`src/rtl/ldf_pkg.sv`:
```
// Shared types and constants for the lidar packet deframer.
// No dependencies; imported by every module of the block.
`timescale 1ns / 1ps

package ldf_pkg;

    localparam int unsigned NumReadings = 4;
    localparam int unsigned SlotW       = $clog2(NumReadings);
    localparam int unsigned WordW       = 16;
    localparam int unsigned AccW        = 27;
    localparam int unsigned ChkW        = 15;
    localparam int unsigned PosW        = 5;

    localparam logic [7:0] StartByte = 8'hFA;
    localparam logic [7:0] IndexLow  = 8'hA0;
    localparam logic [7:0] IndexHigh = 8'hF9;

    localparam logic [PosW-1:0] PosFirst = 5'd2;
    localparam logic [PosW-1:0] PosChk   = 5'd21;
    localparam logic [PosW-1:0] PosRd0   = 5'd5;
    localparam logic [PosW-1:0] PosRd1   = 5'd9;
    localparam logic [PosW-1:0] PosRd2   = 5'd13;
    localparam logic [PosW-1:0] PosRd3   = 5'd17;

    localparam logic [1:0] QualGood    = 2'd0;
    localparam logic [1:0] QualInvalid = 2'd1;
    localparam logic [1:0] QualWarning = 2'd2;

    localparam logic [12:0] DistInvalid = 13'd7000;
    localparam logic [12:0] DistWarning = 13'd8000;

    // Packet with a good checksum, handed from the parser to the emitter.
    typedef struct packed {
        logic                 valid;
        logic [7:0]           index;
        logic [WordW-1:0]     word0;
        logic [WordW-1:0]     word1;
        logic [WordW-1:0]     word2;
        logic [WordW-1:0]     word3;
    } pkt_t;

endpackage

```
`src/rtl/ldf_parser.sv`:
```
// Byte-level frame parser: start/index hunt, word assembly and checksum.
// Depends on ldf_pkg; feeds ldf_emitter through an ldf_pkg::pkt_t.
`timescale 1ns / 1ps

module ldf_parser (
    input  logic          aclk,
    input  logic          aresetn,
    input  logic          byte_valid,
    input  logic [7:0]    byte_data,
    input  logic          emit_busy,
    output logic          byte_ready,
    output ldf_pkg::pkt_t pkt
);
    import ldf_pkg::*;

    typedef enum logic [1:0] {
        HUNT,
        WAIT_INDEX,
        COLLECT
    } phase_t;

    phase_t              phase_reg, phase_next;
    logic [PosW-1:0]     pos_reg, pos_next;
    logic [AccW-1:0]     acc_reg, acc_next;
    logic [7:0]          low_reg, low_next;
    logic [7:0]          index_reg, index_next;
    logic [WordW-1:0]    words_reg [NumReadings];

    logic                accept;
    logic [WordW-1:0]    word;
    logic [ChkW-1:0]     folded;
    logic                at_chk;
    logic                word_step;

    assign at_chk     = (phase_reg == COLLECT) && (pos_reg == PosChk);
    // Stall only the checksum byte while the previous packet still drains.
    assign byte_ready = !(at_chk && emit_busy);
    assign accept     = byte_valid && byte_ready;
    assign word       = {byte_data, low_reg};
    assign folded     = ChkW'(acc_reg[ChkW-1:0] + ChkW'(acc_reg[AccW-1:ChkW]));
    assign word_step  = accept && (phase_reg == COLLECT) && pos_reg[0] && !at_chk;

    always_comb begin
        phase_next = phase_reg;
        pos_next   = pos_reg;
        acc_next   = acc_reg;
        low_next   = low_reg;
        index_next = index_reg;
        pkt        = '0;
        pkt.index  = index_reg;
        pkt.word0  = words_reg[0];
        pkt.word1  = words_reg[1];
        pkt.word2  = words_reg[2];
        pkt.word3  = words_reg[3];
        if (accept) begin
            unique case (phase_reg)
                WAIT_INDEX: begin
                    if (byte_data >= IndexLow && byte_data <= IndexHigh) begin
                        index_next = byte_data;
                        acc_next   = AccW'({byte_data, StartByte});
                        pos_next   = PosFirst;
                        phase_next = COLLECT;
                    end else if (byte_data != StartByte) begin
                        phase_next = HUNT;
                    end
                end
                COLLECT: begin
                    if (!pos_reg[0]) begin
                        low_next = byte_data;
                        pos_next = pos_reg + 1'b1;
                    end else if (!at_chk) begin
                        acc_next = AccW'({acc_reg, 1'b0}) + AccW'(word);
                        pos_next = pos_reg + 1'b1;
                    end else begin
                        phase_next = HUNT;
                        pos_next   = '0;
                        pkt.valid  = (word == {1'b0, folded});
                    end
                end
                default: begin
                    phase_next = (byte_data == StartByte) ? WAIT_INDEX : HUNT;
                    pos_next   = '0;
                end
            endcase
        end
    end

    always_ff @(posedge aclk) begin
        if (!aresetn) begin
            phase_reg <= HUNT;
            pos_reg   <= '0;
            acc_reg   <= '0;
            low_reg   <= '0;
            index_reg <= '0;
        end else begin
            phase_reg <= phase_next;
            pos_reg   <= pos_next;
            acc_reg   <= acc_next;
            low_reg   <= low_next;
            index_reg <= index_next;
        end
    end

    // Reading words are always written before the packet can complete.
    always_ff @(posedge aclk) begin
        if (word_step) begin
            if (pos_reg == PosRd0) words_reg[0] <= word;
            if (pos_reg == PosRd1) words_reg[1] <= word;
            if (pos_reg == PosRd2) words_reg[2] <= word;
            if (pos_reg == PosRd3) words_reg[3] <= word;
        end
    end

endmodule

```
`src/rtl/ldf_emitter.sv`:
```
// Reading emitter: holds a good packet and issues four decoded readings.
// Depends on ldf_pkg; driven by ldf_parser.
`timescale 1ns / 1ps

module ldf_emitter (
    input  logic          aclk,
    input  logic          aresetn,
    input  ldf_pkg::pkt_t pkt,
    output logic          emit_busy,
    output logic          out_valid,
    input  logic          out_ready,
    output logic [7:0]    out_index,
    output logic [8:0]    out_angle,
    output logic [12:0]   out_distance,
    output logic [1:0]    out_quality,
    output logic          out_last
);
    import ldf_pkg::*;

    logic [WordW-1:0]  hold_words_reg [NumReadings];
    logic [7:0]        hold_index_reg;
    logic              pend_reg;
    logic [SlotW-1:0]  slot_reg;

    logic              valid_reg;
    logic [7:0]        index_reg;
    logic [8:0]        angle_reg;
    logic [12:0]       dist_reg;
    logic [1:0]        qual_reg;
    logic              last_reg;

    logic              load_out;
    logic [WordW-1:0]  cur_word;
    logic [29:0]       recip_prod;
    logic [12:0]       dist_next;
    logic [1:0]        qual_next;
    logic [8:0]        angle_next;

    assign emit_busy = pend_reg;
    assign load_out  = pend_reg && (!valid_reg || out_ready);
    assign cur_word  = hold_words_reg[slot_reg];

    // x / 10 for a 14-bit x: multiply by ceil(2^19 / 10) and shift.
    assign recip_prod = 30'(cur_word[13:0]) * 30'd52429;

    always_comb begin
        priority if (cur_word[15]) begin
            dist_next = DistInvalid;
            qual_next = QualInvalid;
        end else if (cur_word[14]) begin
            dist_next = DistWarning;
            qual_next = QualWarning;
        end else begin
            dist_next = 13'(recip_prod[29:19]);
            qual_next = QualGood;
        end
    end

    assign angle_next = 9'({9'(hold_index_reg) - 9'd160, 2'b00}) + 9'(slot_reg);

    always_ff @(posedge aclk) begin
        if (!aresetn) begin
            pend_reg  <= 1'b0;
            slot_reg  <= '0;
            valid_reg <= 1'b0;
        end else begin
            if (pkt.valid) begin
                pend_reg <= 1'b1;
                slot_reg <= '0;
            end else if (load_out) begin
                slot_reg <= slot_reg + 1'b1;
                if (slot_reg == SlotW'(NumReadings - 1)) pend_reg <= 1'b0;
            end
            if (load_out) begin
                valid_reg <= 1'b1;
            end else if (out_ready) begin
                valid_reg <= 1'b0;
            end
        end
    end

    always_ff @(posedge aclk) begin
        if (pkt.valid) begin
            hold_index_reg    <= pkt.index;
            hold_words_reg[0] <= pkt.word0;
            hold_words_reg[1] <= pkt.word1;
            hold_words_reg[2] <= pkt.word2;
            hold_words_reg[3] <= pkt.word3;
        end
        if (load_out) begin
            index_reg <= hold_index_reg;
            angle_reg <= angle_next;
            dist_reg  <= dist_next;
            qual_reg  <= qual_next;
            last_reg  <= (slot_reg == SlotW'(NumReadings - 1));
        end
    end

    assign out_valid    = valid_reg;
    assign out_index    = index_reg;
    assign out_angle    = angle_reg;
    assign out_distance = dist_reg;
    assign out_quality  = qual_reg;
    assign out_last     = last_reg;

endmodule

```
`src/rtl/lidar_packet_deframer.sv`:
```
// Top level of the lidar 22-byte packet deframer.
// Depends on ldf_pkg, ldf_parser and ldf_emitter.
//
//   channel   dir  tdata fields (low bit up)                        side band
//   s_*       in   byte_in[7:0]                                     -
//   m_*       out  packet_index[7:0] angle_deg[16:8] distance[29:17] tuser=quality, tlast=last
//
// One byte is taken per cycle while s_tready is high; the parser state updates at the transfer.
// A packet with a good checksum yields four readings, one per cycle while m_tready is high,
// from the emitter's hold registers through the output register.
// Synchronous active-low reset returns the parser to hunting for 0xFA.
// s_tready drops only on a checksum byte while the emitter still holds readings of the
// previous packet that have not yet been loaded into the output register.
`timescale 1ns / 1ps

module lidar_packet_deframer (
    input  logic        aclk,
    input  logic        aresetn,
    input  logic        s_tvalid,
    output logic        s_tready,
    input  logic [7:0]  s_tdata,   // byte_in[7:0]
    output logic        m_tvalid,
    input  logic        m_tready,
    output logic [31:0] m_tdata,   // packet_index[7:0], angle_deg[16:8], distance[29:17]
    output logic [1:0]  m_tuser,   // quality[1:0]
    output logic        m_tlast
);
    import ldf_pkg::*;

    pkt_t        pkt;
    logic        emit_busy;
    logic [7:0]  out_index;
    logic [8:0]  out_angle;
    logic [12:0] out_distance;

    ldf_parser u_parser (
        .aclk       (aclk),
        .aresetn    (aresetn),
        .byte_valid (s_tvalid),
        .byte_data  (s_tdata),
        .emit_busy  (emit_busy),
        .byte_ready (s_tready),
        .pkt        (pkt)
    );

    ldf_emitter u_emitter (
        .aclk         (aclk),
        .aresetn      (aresetn),
        .pkt          (pkt),
        .emit_busy    (emit_busy),
        .out_valid    (m_tvalid),
        .out_ready    (m_tready),
        .out_index    (out_index),
        .out_angle    (out_angle),
        .out_distance (out_distance),
        .out_quality  (m_tuser),
        .out_last     (m_tlast)
    );

    assign m_tdata = {2'b00, out_distance, out_angle, out_index};

endmodule

```
`config.mk`:
```
export PLATFORM = sky130hd
export DESIGN_NAME = lidar_packet_deframer
export DESIGN_NICKNAME = d
export VERILOG_FILES = /design/src/rtl/ldf_pkg.sv /design/src/rtl/ldf_parser.sv /design/src/rtl/ldf_emitter.sv /design/src/rtl/lidar_packet_deframer.sv
export SDC_FILE = /design/constraint.sdc
export NUM_CORES = 1
export LEC_CHECK = 0
export ABC_AREA = 1
export BUFFER_PORTS_ARGS = -buffer_cell sky130_fd_sc_hd__buf_4
export CORE_ASPECT_RATIO = 1.25
export CORE_UTILIZATION = 43
export DETAILED_ROUTE_END_ITERATION = 7
export PLACE_DENSITY = 0.61
export SLEW_MARGIN = 20
export SYNTH_ARGS = -nofsm -noshare
export SYNTH_HDL_FRONTEND = slang
export SYNTH_HIERARCHICAL = 1
export SYNTH_SLANG_ARGS = --single-unit
```
`constraint.sdc`:
```
create_clock -name aclk -period 5.6 [get_ports aclk]
set_input_delay 0.84 -clock aclk [delete_from_list [all_inputs] [get_ports aclk]]
set_output_delay 0.84 -clock aclk [all_outputs]
set_load 0.02 [all_outputs]
```
==> results.sh <==
export IMPL_dr_total_vias=10430
export IMPL_clk_pin_slew_ps=60
export IMPL_coreArea_um2=31880
export IMPL_synth_top_area_share_pct=35.08
export IMPL_p_sw_share_pct=23.33
export IMPL_slew_viol_final=0
export IMPL_grt_pass1_vias=10660
export IMPL_antenna_found_initial=0
export IMPL_clock_path_buffers=3
export IMPL_final_antenna_net_count=0
export IMPL_grt_usage_pct=21.33
export IMPL_drt_iter0_drc=486
export IMPL_area_growth_pct=18.01
export IMPL_pwr_share_seq_pct=48.8
export IMPL_cap_violations=0
export IMPL_routedWlPerCell_um=16.98
export IMPL_cts_tree="yes"
export IMPL_arrival_ps=5670
export IMPL_setup_violations=0
export IMPL_worst_slack_ps=208.6
export IMPL_crit_required_ps=5880
export IMPL_irDropWorstVdd_mv=0.2550
export IMPL_numCtsBuffers=24
export IMPL_slowest_stage="fa_1"
export IMPL_slew_headroom_pct=31.64
export IMPL_powerDensity_nw_per_um2=220.0
export IMPL_synth_top_area_cell="edfxtp_1"
export IMPL_hold_depth=0
export IMPL_min_from="u_parser/words_reg[0][0]$_DFFE_PP_"
export IMPL_timing_final_crit_period_ps=5391
export IMPL_design_area_um2=16470
export IMPL_num_io_pins=49
export IMPL_layout_nets=1817
export IMPL_initial_utilization_pct=43.77
export IMPL_ys_ff_latch=219
export IMPL_crit_chain="buf_6 -> clkinv_8 -> buf_8 -> buf_12 -> o21ai_0 -> o22ai_1 -> ha_2 -> inv_2 -> fa_1 -> inv_2 -> fa_1 -> inv_1 -> fa_2 -> inv_1 -> fa_2 -> fa_2 -> ha_4 -> nand2_2 -> nor2_2 -> inv_1 -> nor4_1 -> nand2_1 -> nand3_1 -> nand3b_1"
export IMPL_path_buf_inv=9
export IMPL_cts_root_buf="clkbuf_16"
export IMPL_htree_levels=1
export IMPL_yosysUniqueCellTypes=53
export IMPL_post_place_ws_ps=-68.41
export IMPL_cp_end_kind="flip-flop"
export IMPL_drt_total_wl_um=34670
export IMPL_finClkSkew_ps=36.77
export IMPL_postSynthCellCount=1514
export IMPL_rows=73
export IMPL_hp_class="reg -> reg"
export IMPL_r2r_slack_ps=210
export IMPL_critical_path_top_delay_family="adder cells"
export IMPL_portBuffers=46
export IMPL_period_share_pct=96.27
export IMPL_dp_hpwl_um=26990
export IMPL_tightestPinTransition_ps=1024
export IMPL_path_max_fanout=8
export IMPL_final_setup_tns_ps=0
export IMPL_gp_congestion=0.9901
export IMPL_grt_overflow=0
export IMPL_pwr_share_comb_pct=7.1
export IMPL_synth_edf_count=163
export IMPL_post_route_drc_count=0
export IMPL_timing_final_hold_violations=0
export IMPL_grt_pass1_wl_um=54850
export IMPL_p_total_uw=3622
export IMPL_die_area_um2=33180
export IMPL_switchingPower_uw=845.1
export IMPL_critPathKind="reg -> reg"
export IMPL_reg2reg_to="u_emitter/out_distance[6]$_SDFFCE_PP1P_"
export IMPL_final_layout_size_suffix_gt1_share_pct=17.61
export IMPL_dr_pass1_iters=5
export IMPL_die_h_um=203.4
export IMPL_ys_seq_area_share_pct=43.11
export IMPL_syn_cell_area_um2=13950
export IMPL_max_freq_mhz=185.5
export IMPL_start_kind="flip-flop"
export IMPL_avgSynthCellArea_um2=9.216
export IMPL_hold_end="u_emitter/hold_words_reg[0][0]$_DFFE_PP_"
export IMPL_yosysWarnings=6
export IMPL_whs_ps=386.4
export IMPL_slowest_delay_ps=540
export IMPL_placed_area_um2=15020
export IMPL_async_flop_share_pct=0
export IMPL_clkSinkCount=219
export IMPL_status="finished, final reports clean"
export IMPL_p_int_uw=2777
export IMPL_clkPwrFrac_pct=44.1
export IMPL_synth_ff_type="edfxtp_1"
export IMPL_clock_latency_ps=540
export IMPL_leakage_uw=0.007225
export IMPL_die_w_um=163.1
export IMPL_viasPerCell=5.106
export IMPL_reg2reg_depth=24
export IMPL_n_antenna_cell=0
export IMPL_synthTopCellsByArea="edfxtp_1, ha_1, dfxtp_1"
export IMPL_grt_max_degree=49
## synthesized netlist by cell type (all sizes together), types with 2 or more instances
cell	instances
nor3b	3
a21o	4
inv	234
nor2	147
a21oi	108
a211oi	3
a32oi	5
a31oi	2
ha	136
dfxtp	56
clkbuf	14
o21bai	5
edfxtp	163
nand2	306
o21ai	73
nand3	87
and2	4
nand4	17
fa	56
xnor2	12
xor2	11
nor3	19
nor4	5
nand3b	6
o22ai	8
buf	17
or2	4
o221ai	2
## worst max path at each step
stage | start | endpoint | slack, ps | depth (start not counted)
after floorplan | flip-flop | u_emitter/out_distance[9]$_SDFFCE_PP1P_ | 1 | 26
after global placement | flip-flop | u_emitter/out_distance[6]$_SDFFCE_PP1P_ | -20 | 22
after detailed placement | flip-flop | u_emitter/out_distance[6]$_SDFFCE_PP1P_ | -70 | 22
after CTS | flip-flop | u_emitter/out_distance[9]$_SDFFCE_PP1P_ | 3 | 23
after global routing | flip-flop | u_emitter/out_distance[7]$_SDFFCE_PP0P_ | -60 | 25
final | flip-flop | u_emitter/out_distance[6]$_SDFFCE_PP1P_ | 210 | 24
## per-stage QoR
stage	std cells	utilization, %
after floorplan	1515	-
after global placement	1986	47.13
after detailed placement	1986	47.13
after CTS	2029	49.70
after global routing	2042	51.66
final	2042	51.66
## cell families (layout without fill, tap and decap cells)
group           Yosys count  in the layout  synth area share (%)
flops                   219            219                 43.11
xor+xnor                 23             23                 1.444
other cells               1              2               0.02688
fa+ha+maj               192            192                 20.23
buf+inv                 265            380                 7.631
compound gates          216            216                 8.716
simple gates            598            598                 18.84
## layout make-up
type / count / area (µm²)
sequential: 219 / 6021
inverter: 234 / 898.4
tap: 412 / 515.5
multi-input combinational: 1031 / 7376
clock buffer: 29 / 629.4
timing repair inverter: 1 / 6.256
clock inverter: 14 / 173.9
timing repair buffer: 102 / 847.1
fill: 2933 / 15410
## power by group through the flow
stage / clock network [µW] / logic [µW] / registers, µW
finish: 1600 / 256 / 1770
global route: 1700 / 286 / 1770
CTS: 1640 / 255 / 1770
detailed placement: 0 / 253 / 1800
global placement: 0 / 251 / 1800
floorplan: 0 / 184 / 1790
## worst reg2reg max path: cells and delay by family, from the launching register on
kind | cells | cell delay, ps
adder cells (fa/ha/maj) | 7 | 2950
flip-flops | 1 | 370
AO/OA/AOI/OAI | 2 | 260
AND/OR/NAND/NOR | 6 | 830
buffers and inverters | 9 | 740
## layer usage
metal	GRT usage [%]	wire [µm]	vias up	share of wire, %
met1	22.42	13060	4901	38
met3	1.993	1000	88	2.9
met2	41.08	18800	194	54
met5	0	0	-	0
li1	-	-	5244	-
met4	11.65	1801	0	5.2
## cell usage in the layout (no fill, tap or decap), drive strengths merged, types with 2 or more instances in the layout
master  synthesis  routed
o21bai          5       5
nor3b           3       3
nand3          87      87
and2            4       4
a21o            4       4
a211oi          3       3
ha            136     136
clkbuf         14      30
nor2          147     147
a21oi         108     108
a32oi           5       5
nor3           19      19
xnor2          12      12
buf            17     101
fa             56      56
edfxtp        163     163
o221ai          2       2
conb            1       2
a31oi           2       2
bufinv          0       3
xor2           11      11
nand3b          6       6
nor4            5       5
inv           234     238
dfxtp          56      56
or2             4       4
clkinv          0       7
nand2         306     306
o21ai          73      73
nand4          17      17
o22ai           8       8
## timing repair
| action | 4_1_cts | 5_1_grt |
|---|---|---|
| pin swaps | 2 | 51 |
| setup endpoints to repair | 5 | 11 |
| gates cloned | 0 | 2 |
| resized for setup | 5 | 122 |
| hold buffers | 0 | 0 |
| setup buffers | 0 | 11 |
Power figures use the tool's default switching activity.
